[config.mk]
export PLATFORM = sky130hd
export DESIGN_NAME = alarm_blink_code_lock_core
export DESIGN_NICKNAME = d
export VERILOG_FILES = /design/src/rtl/abcl_pkg.sv /design/src/rtl/abcl_cfg_regs.sv /design/src/rtl/abcl_engine.sv /design/src/rtl/alarm_blink_code_lock_core.sv
export SDC_FILE = /design/constraint.sdc
export NUM_CORES = 1
export LEC_CHECK = 0
export BUFFER_PORTS_ARGS = -buffer_cell sky130_fd_sc_hd__buf_2
export CORE_MARGIN = 3
export CORE_UTILIZATION = 55
export CTS_CLUSTER_DIAMETER = 60
export DETAILED_ROUTE_END_ITERATION = 8
export GPL_TIMING_DRIVEN = 0
export PLACE_DENSITY_LB_ADDON = 0.05
export SLEW_MARGIN = 10
export SYNTH_ARGS = -nofsm -noshare
export SYNTH_HDL_FRONTEND = slang
export SYNTH_SLANG_ARGS = --single-unit
[constraint.sdc]
create_clock -name i_clk -period 6.35 [get_ports i_clk]
set_clock_uncertainty 0.15 [all_clocks]
set_input_delay 0.635 -clock i_clk [delete_from_list [all_inputs] [get_ports i_clk]]
set_output_delay 0.635 -clock i_clk [all_outputs]
set_load 0.02 [all_outputs]
[src/rtl/abcl_pkg.sv]
// Shared types, codes and constants for the alarm blink code lock.
package abcl_pkg;

    localparam int CODE_DIGITS = 4;
    localparam logic [3:0] DIGIT_MASK = 4'((32'd1 << CODE_DIGITS) - 32'd1);

    localparam int CFG_IDX_W  = 3;
    localparam int CFG_DATA_W = 12;

    typedef enum logic [1:0] {
        OP_TICK = 2'd0,
        OP_TRY  = 2'd1,
        OP_SET  = 2'd2
    } t_opcode;

    typedef enum logic [CFG_IDX_W-1:0] {
        CFG_TEMP_THRESHOLD = 3'd0,
        CFG_PERIOD_GAS     = 3'd1,
        CFG_PERIOD_TEMP    = 3'd2,
        CFG_PERIOD_BOTH    = 3'd3,
        CFG_ATTEMPT_LIMIT  = 3'd4
    } t_cfg_idx;

    localparam logic [11:0] RST_TEMP_THRESHOLD = 12'd2048;
    localparam logic [9:0]  RST_PERIOD_GAS     = 10'd100;
    localparam logic [9:0]  RST_PERIOD_TEMP    = 10'd50;
    localparam logic [9:0]  RST_PERIOD_BOTH    = 10'd10;
    localparam logic [3:0]  RST_ATTEMPT_LIMIT  = 4'd5;
    localparam logic [3:0]  RST_STORED_CODE    = 4'd3;

    typedef struct packed {
        logic [11:0] temp_threshold;
        logic [9:0]  period_gas;
        logic [9:0]  period_temp;
        logic [9:0]  period_both;
        logic [3:0]  attempt_limit;
    } t_cfg;

    typedef struct packed {
        t_opcode     opcode;
        logic        gas_detect;
        logic [11:0] temperature_sample;
        logic        enter_button;
        logic [3:0]  code_buttons;
        logic [3:0]  digit_valid;
    } t_in_item;

    typedef struct packed {
        logic       alarm_active;
        logic       alarm_led;
        logic       wrong_code_led;
        logic       blocked_led;
        logic       over_temp_now;
        logic       attempt_ok;
        logic [3:0] failed_attempts;
    } t_out_item;

    typedef struct packed {
        logic       alarm_on;
        logic       gas_latched;
        logic       temp_latched;
        logic       over_temp_flag;
        logic [9:0] blink_ticks;
        logic       alarm_led_level;
        logic       wrong_led_level;
        logic [3:0] failure_count;
        logic       blocked_flag;
        logic [3:0] stored_code;
    } t_state;

    localparam t_state RST_STATE = '{
        alarm_on:        1'b0,
        gas_latched:     1'b0,
        temp_latched:    1'b0,
        over_temp_flag:  1'b0,
        blink_ticks:     10'd0,
        alarm_led_level: 1'b0,
        wrong_led_level: 1'b0,
        failure_count:   4'd0,
        blocked_flag:    1'b0,
        stored_code:     RST_STORED_CODE
    };

endpackage

[src/rtl/abcl_cfg_regs.sv]
// Configuration register file: thresholds, blink periods and attempt limit.
module abcl_cfg_regs (
    input  logic                            i_clk,
    input  logic                            i_rst_n,
    input  logic                            i_cfg_we,
    input  logic [abcl_pkg::CFG_IDX_W-1:0]  i_cfg_index,
    input  logic [abcl_pkg::CFG_DATA_W-1:0] i_cfg_data,
    output abcl_pkg::t_cfg                  o_cfg
);

    abcl_pkg::t_cfg r_cfg;

    always_ff @(posedge i_clk) begin
        if (!i_rst_n) begin
            r_cfg.temp_threshold <= abcl_pkg::RST_TEMP_THRESHOLD;
            r_cfg.period_gas     <= abcl_pkg::RST_PERIOD_GAS;
            r_cfg.period_temp    <= abcl_pkg::RST_PERIOD_TEMP;
            r_cfg.period_both    <= abcl_pkg::RST_PERIOD_BOTH;
            r_cfg.attempt_limit  <= abcl_pkg::RST_ATTEMPT_LIMIT;
        end else if (i_cfg_we) begin
            case (abcl_pkg::t_cfg_idx'(i_cfg_index))
                abcl_pkg::CFG_TEMP_THRESHOLD: r_cfg.temp_threshold <= i_cfg_data[11:0];
                abcl_pkg::CFG_PERIOD_GAS:     r_cfg.period_gas     <= i_cfg_data[9:0];
                abcl_pkg::CFG_PERIOD_TEMP:    r_cfg.period_temp    <= i_cfg_data[9:0];
                abcl_pkg::CFG_PERIOD_BOTH:    r_cfg.period_both    <= i_cfg_data[9:0];
                abcl_pkg::CFG_ATTEMPT_LIMIT:  r_cfg.attempt_limit  <= i_cfg_data[3:0];
                default: ;
            endcase
        end
    end

    assign o_cfg = r_cfg;

endmodule

[src/rtl/abcl_engine.sv]
// Controller state register and its single-pass next-state and result logic.
module abcl_engine (
    input  logic                i_clk,
    input  logic                i_rst_n,
    input  logic                i_step,
    input  abcl_pkg::t_in_item  i_item,
    input  abcl_pkg::t_cfg      i_cfg,
    output abcl_pkg::t_out_item o_result
);

    abcl_pkg::t_state r_state;
    abcl_pkg::t_state n_state;
    logic             ok;
    logic [9:0]       period;
    logic [3:0]       valid_mask;
    logic [3:0]       buttons_m;

    always_ff @(posedge i_clk) begin
        if (!i_rst_n) begin
            r_state <= abcl_pkg::RST_STATE;
        end else if (i_step) begin
            r_state <= n_state;
        end
    end

    assign valid_mask = i_item.digit_valid & abcl_pkg::DIGIT_MASK;
    assign buttons_m  = i_item.code_buttons & abcl_pkg::DIGIT_MASK;

    always_comb begin
        n_state = r_state;
        ok      = 1'b0;
        period  = i_cfg.period_temp;
        case (i_item.opcode)
            abcl_pkg::OP_TICK: begin
                // latch sources and alarm
                n_state.over_temp_flag = (i_item.temperature_sample > i_cfg.temp_threshold);
                if (i_item.gas_detect) begin
                    n_state.gas_latched = 1'b1;
                    n_state.alarm_on    = 1'b1;
                end
                if (n_state.over_temp_flag) begin
                    n_state.temp_latched = 1'b1;
                    n_state.alarm_on     = 1'b1;
                end
                // blink counter, saturating
                if (n_state.alarm_on) begin
                    if (!(&r_state.blink_ticks)) begin
                        n_state.blink_ticks = r_state.blink_ticks + 10'd1;
                    end
                    if (n_state.gas_latched && n_state.temp_latched) begin
                        period = i_cfg.period_both;
                    end else if (n_state.gas_latched) begin
                        period = i_cfg.period_gas;
                    end
                    if ((n_state.gas_latched || n_state.temp_latched) &&
                        (n_state.blink_ticks >= period)) begin
                        n_state.blink_ticks     = '0;
                        n_state.alarm_led_level = ~r_state.alarm_led_level;
                    end
                end else begin
                    n_state.alarm_led_level = 1'b0;
                    n_state.gas_latched     = 1'b0;
                    n_state.temp_latched    = 1'b0;
                end
                // panel code entry
                if (r_state.failure_count < i_cfg.attempt_limit) begin
                    if ((buttons_m == abcl_pkg::DIGIT_MASK) && !i_item.enter_button) begin
                        n_state.wrong_led_level = 1'b0;
                    end
                    if (i_item.enter_button && !r_state.wrong_led_level && n_state.alarm_on) begin
                        if (buttons_m == (r_state.stored_code & abcl_pkg::DIGIT_MASK)) begin
                            n_state.alarm_on      = 1'b0;
                            n_state.failure_count = '0;
                            ok                    = 1'b1;
                        end else begin
                            n_state.wrong_led_level = 1'b1;
                            if (!(&r_state.failure_count)) begin
                                n_state.failure_count = r_state.failure_count + 4'd1;
                            end
                        end
                    end
                end else begin
                    n_state.blocked_flag = 1'b1;
                end
            end
            abcl_pkg::OP_TRY: begin
                if (((i_item.code_buttons ^ r_state.stored_code) & valid_mask) == '0) begin
                    n_state.alarm_on        = 1'b0;
                    n_state.wrong_led_level = 1'b0;
                    n_state.failure_count   = '0;
                    ok                      = 1'b1;
                end else begin
                    n_state.wrong_led_level = 1'b1;
                    if (!(&r_state.failure_count)) begin
                        n_state.failure_count = r_state.failure_count + 4'd1;
                    end
                end
            end
            abcl_pkg::OP_SET: begin
                n_state.stored_code = (r_state.stored_code & ~valid_mask) |
                                      (i_item.code_buttons & valid_mask);
            end
            default: ;
        endcase
    end

    always_comb begin
        o_result.alarm_active    = n_state.alarm_on;
        o_result.alarm_led       = n_state.alarm_led_level;
        o_result.wrong_code_led  = n_state.wrong_led_level;
        o_result.blocked_led     = n_state.blocked_flag;
        o_result.over_temp_now   = n_state.over_temp_flag;
        o_result.attempt_ok      = ok;
        o_result.failed_attempts = n_state.failure_count;
    end

endmodule

[src/rtl/alarm_blink_code_lock_core.sv]
// Top level of the alarm blink code lock: input register, engine, result register.
// An item is held in the input register, the engine result is loaded into the
// result register and offered from there.
// Throughput: one item per cycle when i_out_stall is low; the engine updates its
// state in one pass per item. The input register takes items while it is empty
// or the result register drains or is empty.
// Reset (i_rst_n low, synchronous): both stages empty, state and config at defaults.
module alarm_blink_code_lock_core (
    input  logic                            i_clk,
    input  logic                            i_rst_n,
    input  logic                            i_in_valid,
    output logic                            o_in_stall,
    input  abcl_pkg::t_in_item              i_in_item,
    output logic                            o_out_valid,
    input  logic                            i_out_stall,
    output abcl_pkg::t_out_item             o_out_item,
    input  logic                            i_cfg_we,
    input  logic [abcl_pkg::CFG_IDX_W-1:0]  i_cfg_index,
    input  logic [abcl_pkg::CFG_DATA_W-1:0] i_cfg_data
);

    abcl_pkg::t_cfg      cfg;
    abcl_pkg::t_out_item result;
    abcl_pkg::t_in_item  r_in_item;
    abcl_pkg::t_out_item r_out_item;
    logic                r_in_vld;
    logic                r_out_vld;
    logic                advance;
    logic                step;

    // The result stage moves when it is empty or its item is being taken.
    assign advance    = !r_out_vld || !i_out_stall;
    // Hold the input stage only when it is full and cannot move on.
    assign o_in_stall = r_in_vld && !advance;
    // The engine commits one item exactly when it moves into the result stage.
    assign step       = advance && r_in_vld;

    abcl_cfg_regs u_cfg_regs (
        .i_clk       (i_clk),
        .i_rst_n     (i_rst_n),
        .i_cfg_we    (i_cfg_we),
        .i_cfg_index (i_cfg_index),
        .i_cfg_data  (i_cfg_data),
        .o_cfg       (cfg)
    );

    abcl_engine u_engine (
        .i_clk    (i_clk),
        .i_rst_n  (i_rst_n),
        .i_step   (step),
        .i_item   (r_in_item),
        .i_cfg    (cfg),
        .o_result (result)
    );

    // Input stage: capture a new item whenever it is not stalled.
    always_ff @(posedge i_clk) begin
        if (!i_rst_n) begin
            r_in_vld <= 1'b0;
        end else if (!o_in_stall) begin
            r_in_vld <= i_in_valid;
        end
    end

    always_ff @(posedge i_clk) begin
        if (i_in_valid && !o_in_stall) begin
            r_in_item <= i_in_item;
        end
    end

    // Result stage: load the engine's result, hold it while stalled.
    always_ff @(posedge i_clk) begin
        if (!i_rst_n) begin
            r_out_vld <= 1'b0;
        end else if (advance) begin
            r_out_vld <= r_in_vld;
        end
    end

    always_ff @(posedge i_clk) begin
        if (step) begin
            r_out_item <= result;
        end
    end

    assign o_out_valid = r_out_vld;
    assign o_out_item  = r_out_item;

endmodule

Yosys cells after proc, flatten, opt, wreduce, memory -nomap -nowiden
Index checks and enable logic that the tools add are counted.

Register bits: 107. Output and inout port bits: 12. Logic and storage cells: 117.

Add/subtract/negate cells: 2. Magnitude comparators: 3. Equality and inequality tests: 8. Mux-type cells: 38. Bitwise gates (word level): 7. Reductions and logical operators: 29.

Operator list (count): $mux W10 (8); $mux W1 (17); $mux W5 (3); $reduce_and A2 Y1 (7); $and A4 B4 Y4 (3); $gt A12 B12 Y1 (1); $mux W12 (1); $mux W11 (1); $add A10 B1 Y10 const B (1); $ge A10 B10 Y1 (1); $pmux W5 S2 (1); $reduce_and A10 Y1 (1); $logic_and A1 B1 Y1 (8); $mux W4 (2); $eq A3 B2 Y1 const B (2); $logic_not A1 Y1 (6); $mux W2 (3); $add A4 B1 Y4 const B (1); $eq A4 B4 Y1 (1); $eq A4 B4 Y1 const B (1); $logic_not A4 Y1 (1); $lt A4 B4 Y1 (1); $not A4 Y4 (1); $or A4 B4 Y4 (1); other kinds (12) (14).

Depth between registers and ports, before layout
Word-level depth: 12. Mapped depth: 18. Depth with buffers taken out: 17.

Hierarchy
A second synthesis with hierarchy kept.

Cell total of the unflattened synthesis: 553. Area total of the unflattened synthesis: 5484.0 um2.

Modules (own cells, without submodules): abcl_engine (times used 1, cells each 336, area an instance 2590.0 um2, seq. area each 500.5 um2); abcl_cfg_regs (times used 1, cells each 175, area an instance 1789.2 um2, seq. area each 920.9 um2); alarm_blink_code_lock_core (times used 1, cells each 42, area an instance 1104.8 um2, seq. area each 1061.0 um2).

Least setup slack after synthesis
No wires, ideal clock.

Path type: register to register. From: register u_cfg_regs.r_cfg (netlist bit u_cfg_regs.o_cfg[35]). To: register r_out_item (netlist bit o_out_item[8]), data pin. Setup time: 0.261 ns. Data arrival time: 3.484 ns. Data required time: 5.939 ns. Setup slack: 2.455 ns. Cell stages (with the launch flop): 18. Path buffers: 0. Clock period less this slack: 3.895 ns. Path through: dfxtp_1 -> inv_1 -> ha_1 -> nor2b_1 -> o211ai_1 -> a211oi_1 -> o31a_2 -> nor2_2 -> mux2_2 -> mux2i_1 -> ha_1 -> a2111o_1 -> a21oi_1 -> o21a_1 -> a21oi_1 -> o41ai_4 -> nand3b_1 -> o22ai_1.

RTL lines: from (decl) (line abcl_cfg_regs.sv:11) `abcl_pkg::t_cfg r_cfg;`; to (signal assigned) (line alarm_blink_code_lock_core.sv:82) `r_out_item <= result;`; to (decl) (line alarm_blink_code_lock_core.sv:25) `abcl_pkg::t_out_item r_out_item;`.

Worst setup path after layout
From: register u_cfg_regs.r_cfg (netlist bit u_cfg_regs.o_cfg[35]). To: register u_engine.r_state[12] in the netlist's numbering.

Longest elaborated chain between the ends: 10. Elaborated cells on any way between the ends: 14.

Ends and longest elaborated chain: $gt A12 B12 Y1 * (line abcl_engine.sv:36) `n_state.over_temp_flag = (i_item.temperature_sample > i_cfg.temp_threshold);`; $mux W1 (line abcl_engine.sv:41) `if (n_state.over_temp_flag) begin`; $mux W1 (line abcl_engine.sv:33) `case (i_item.opcode)`; $logic_and A1 B1 Y1 (line abcl_engine.sv:50) `if (n_state.gas_latched && n_state.temp_latched) begin`; $mux W10 (line abcl_engine.sv:50); $mux W10 (line abcl_engine.sv:46) `if (n_state.alarm_on) begin`; $mux W10 (line abcl_engine.sv:33); $ge A10 B10 Y1 (line abcl_engine.sv:56) `(n_state.blink_ticks >= period)) begin`; $logic_and A1 B1 Y1 (line abcl_engine.sv:55) `if ((n_state.gas_latched || n_state.temp_latched) &&`; $mux W11 (line abcl_engine.sv:55); to (signal assigned) (line abcl_engine.sv:20) `r_state <= abcl_pkg::RST_STATE;`; to (signal assigned) (line abcl_engine.sv:22) `r_state <= n_state;`; to (decl) (line abcl_engine.sv:11) `abcl_pkg::t_state r_state;`.

Mark *: on every way between the ends. The rest lies on a longest branch, timed or not. The select of a mux whose other input is x is not followed. A chain may end at the register's enable or synchronous reset.

==> impl_metrics.py <==
metrics = {
    "sta": {
        "slew_headroom_pct": 42.0,
        "finalSetupViolCount": 0,
        "hold_viol": 0,
        "worst_slew_pin_slew_ps": 866,
        "fmax_mhz": 219,
        "report.final.slew_viol_count": 0,
        "finalSetupTns_ps": 0,
        "finalCritPeriodShare_pct": 71.9,
        "rsz0062_at_grt": "false",
        "finalCriticalPeriod_ps": 4570,
    },
    "route": {
        "num_vias": 4185,
        "antenna_left": 0,
        "drt_iter0_markers": 164,
        "wl_mm": 11.6,
        "drt-pass1-iter-count": 5,
        "vias_per_cell": 5.75,
        "drcViolationCount": 0,
        "wl_per_cell_microns": 16.0,
    },
    "layout": {
        "syn2layout_area_growth_pct": 11.8,
        "drive_above_1_share_pct": 16.9,
        "final_cells": 728,
        "num_antenna_cells": 0,
        "layout.nets": 686,
    },
    "worst_setup_path": {
        "cp-start-kind": "flop",
        "cp.arrival_ps": 4700,
        "rr_startpoint": "u_cfg_regs.o_cfg[35]",
        "crit_chain": "inv_1, ha_1, nor2b_1, o211ai_1, a211oi_1, o31a_2, nor2_2, mux2_2, mux2i_1, ha_1, a2111o_1, a21oi_1, o21a_1, a21oi_1, o41ai_4, buf_6, nand4_1, a21oi_1",
        "crit_family": "compound AO/OA/AOI/OAI gates",
        "slowest_delay_ps": 500,
        "crit_fanout": 10,
        "path_buf_inv": 2,
        "crit_required_ps": 6490,
        "endpoint_kind": "flop",
        "crit_slowest_cell": "nor2_2",
        "critPathLaunch": "u_cfg_regs.o_cfg[35]",
        "crit_path_frequent_cell": "a21oi_1",
        "worstSetupPathType": "flop to flop",
    },
    "logic_synthesis": {
        "avgSynthCellArea_sq_um": 9.42,
        "postSynthCellCount": 548,
        "async_flop_share_pct": 0,
        "synth_seq_area_share_pct": 48.1,
        "synth_flop_cell": "dfxtp_1",
        "synth-seq-cells": 107,
        "yosysUniqueCellTypes": 63,
        "synthTopCellsByArea": "dfxtp_1, edfxtp_1, nand2_1, ha_1, a21oi_1",
        "yosysTopAreaCell": "dfxtp_1",
        "synth_nets": 619,
        "synth-edff-count": 34,
        "synth_warnings": 0,
        "synth_area_sq_um": 5160,
        "netlist.area_leader.share_pct": 28.3,
    },
    "clocking": {
        "clock_latency_ps": 370,
        "cts_resized": 0,
        "cts_buffer_depth": 2,
        "root_buffer": "clkbuf_8",
        "clk_pin_slew_ps": 100,
        "hold_buffers": 0,
        "cts_tree": "built",
        "post-cts-setup-buffer-count": 0,
        "htreeDepth": 3,
        "cts_buffers": 9,
        "clock-sinks": 107,
    },
    "outcome": {
        "outcome": "completed",
    },
    "die": {
        "core_sq_um": 8930,
        "rows": 34,
        "initial_core_util_pct": 57.8,
        "die_w_microns": 103,
        "die-area_sq_um": 10600,
        "io_pins": 56,
        "dieHeight_microns": 103,
    },
    "placed_design": {
        "place_inst": 712,
        "portBuffers": 55,
        "hpwl_mm": 8.65,
        "routabilityCongestion": 0.874,
    },
    "grt": {
        "gr-total-overflow": 0,
        "grt_first_pass_wirelength_mm": 18.9,
        "grt_use_total_pct": 22.9,
        "grt_pass1_vias": 3954,
        "antenna_found_initial": 0,
        "grt_max_degree": 19,
    },
    "power": {
        "p_leak_nw": 2.29,
        "power_density_nw_per_um2": 222,
        "finalPower_mw": 1.28,
        "peakVddDrop_uv": 129,
    },
    "min_path": {
        "holdCritStartpoint": "i_in_item[18]",
        "hold_path.class": "input pin to flop",
    },
    "run": {
        "max-cap-violations": 0,
    },
}
-- placed cells by master, fill, tap and decap left out, types with 3 or more instances in the layout --
master	count
and3_1	7
buf_2	57
xnor2_1	6
edfxtp_1	34
nand3_1	17
o21ai_0	9
o211ai_1	5
xor2_1	4
nor2_1	23
o21a_1	3
or2_2	6
inv_1	20
a21oi_1	59
nand2_1	122
nor2b_1	4
mux2i_1	18
clkbuf_1	17
dfxtp_1	73
clkbuf_8	10
nor3_1	6
ha_1	27
a21o_1	6
nand2b_1	3
o22ai_1	3
nand4_1	17
mux2_2	12
-- cell usage after synthesis (all sizes together) (3+ instances only) --
library cell    n
o21a            3
a21oi          59
xnor2           6
mux2i          18
nor2           25
nand3          17
xor2            4
a21o            6
and3            7
nor3            6
dfxtp          73
buf             5
o211ai          5
mux2           12
inv            20
edfxtp         34
nand4          17
nand2         122
nand2b          4
or2             7
o21ai          11
nor2b           5
o22ai           3
ha             27
clkbuf         16
-- metal layers --
metal	vias to the layer above	track usage, %	wire length [microns]
li1	2079	-	-
met1	1972	30.5	5310
met2	116	37.1	5490
met3	18	5.62	620
met4	0	6.67	201
met5	-	0	0
-- cell type report --
class                   count  area (sq um)
repair buffers             56           290
multi-input cells         399          2510
flip-flops and latches    107          2480
fillers                   746          3160
inverters                  21          78.8
well taps                 108           135
clock inverters             4          33.8
clock buffers              12           145
plain buffers              21          97.6
-- final timing paths --
path / depth (start not counted) / end / slack [ps]
worst max-delay path: 18 / u_engine.r_state[12] / 1780
worst max register to register: 18 / u_engine.r_state[12] / 1780
worst min-delay path: 1 / r_in_item[18] / 280
worst min register to register: 2 / u_cfg_regs.o_cfg[16] / 310
-- sequential cells by signal, indices dropped and copies added, names as in the netlist, named ones only --
| register | flops |
|---|---|
| r_in_item | 24 |
| o_out_item | 10 |
| o_out_valid | 1 |
| u_engine.r_state | 21 |
| u_cfg_regs.o_cfg | 46 |
| r_in_vld | 1 |
-- cells by family after synthesis --
family                     count (synthesis)  share of synthesized area, %
and+or+nand+nor                          219                          19.5
AOI/OAI and AO/OA                        113                          14.7
DFF                                      107                          48.1
muxes                                     30                          6.11
buffers and inverters                     42                          3.42
adders and majority gates                 27                          6.54
xor gates and xnor gates                  10                          1.70
-- worst register-to-register path, stage by stage, from the launching register on --
cell	delay, ps
dfxtp_1	340
inv_1	50
ha_1	310
nor2b_1	140
o211ai_1	160
a211oi_1	120
o31a_2	450
nor2_2	500
mux2_2	400
mux2i_1	240
ha_1	320
a2111o_1	420
a21oi_1	120
o21a_1	130
a21oi_1	70
o41ai_4	110
buf_6	210
nand4_1	90
a21oi_1	170
-- through the flow --
step	instance area [sq um]	hold WS, ps	setup WS, ps	util (%)
3_3_place_gp	5570	289	1920	62.4
3_5_place_dp	5590	297	1840	62.6
6_report	5770	282	1780	64.6
4_1_cts	5770	266	1780	64.6
2_1_floorplan	5160	283	2450	-
5_1_grt	5770	256	1490	64.6
-- power breakdown --
group / switching, mW / leakage (nW) / internal, mW / total [mW]
Clock: 0.232 / 0.0933 / 0.159 / 0.391
Sequential: 0.0124 / 0.922 / 0.729 / 0.741
Combinational: 0.0889 / 1.27 / 0.0591 / 0.148
Total: 0.333 / 2.29 / 0.947 / 1.28
Power figures use the tool's default switching activity.
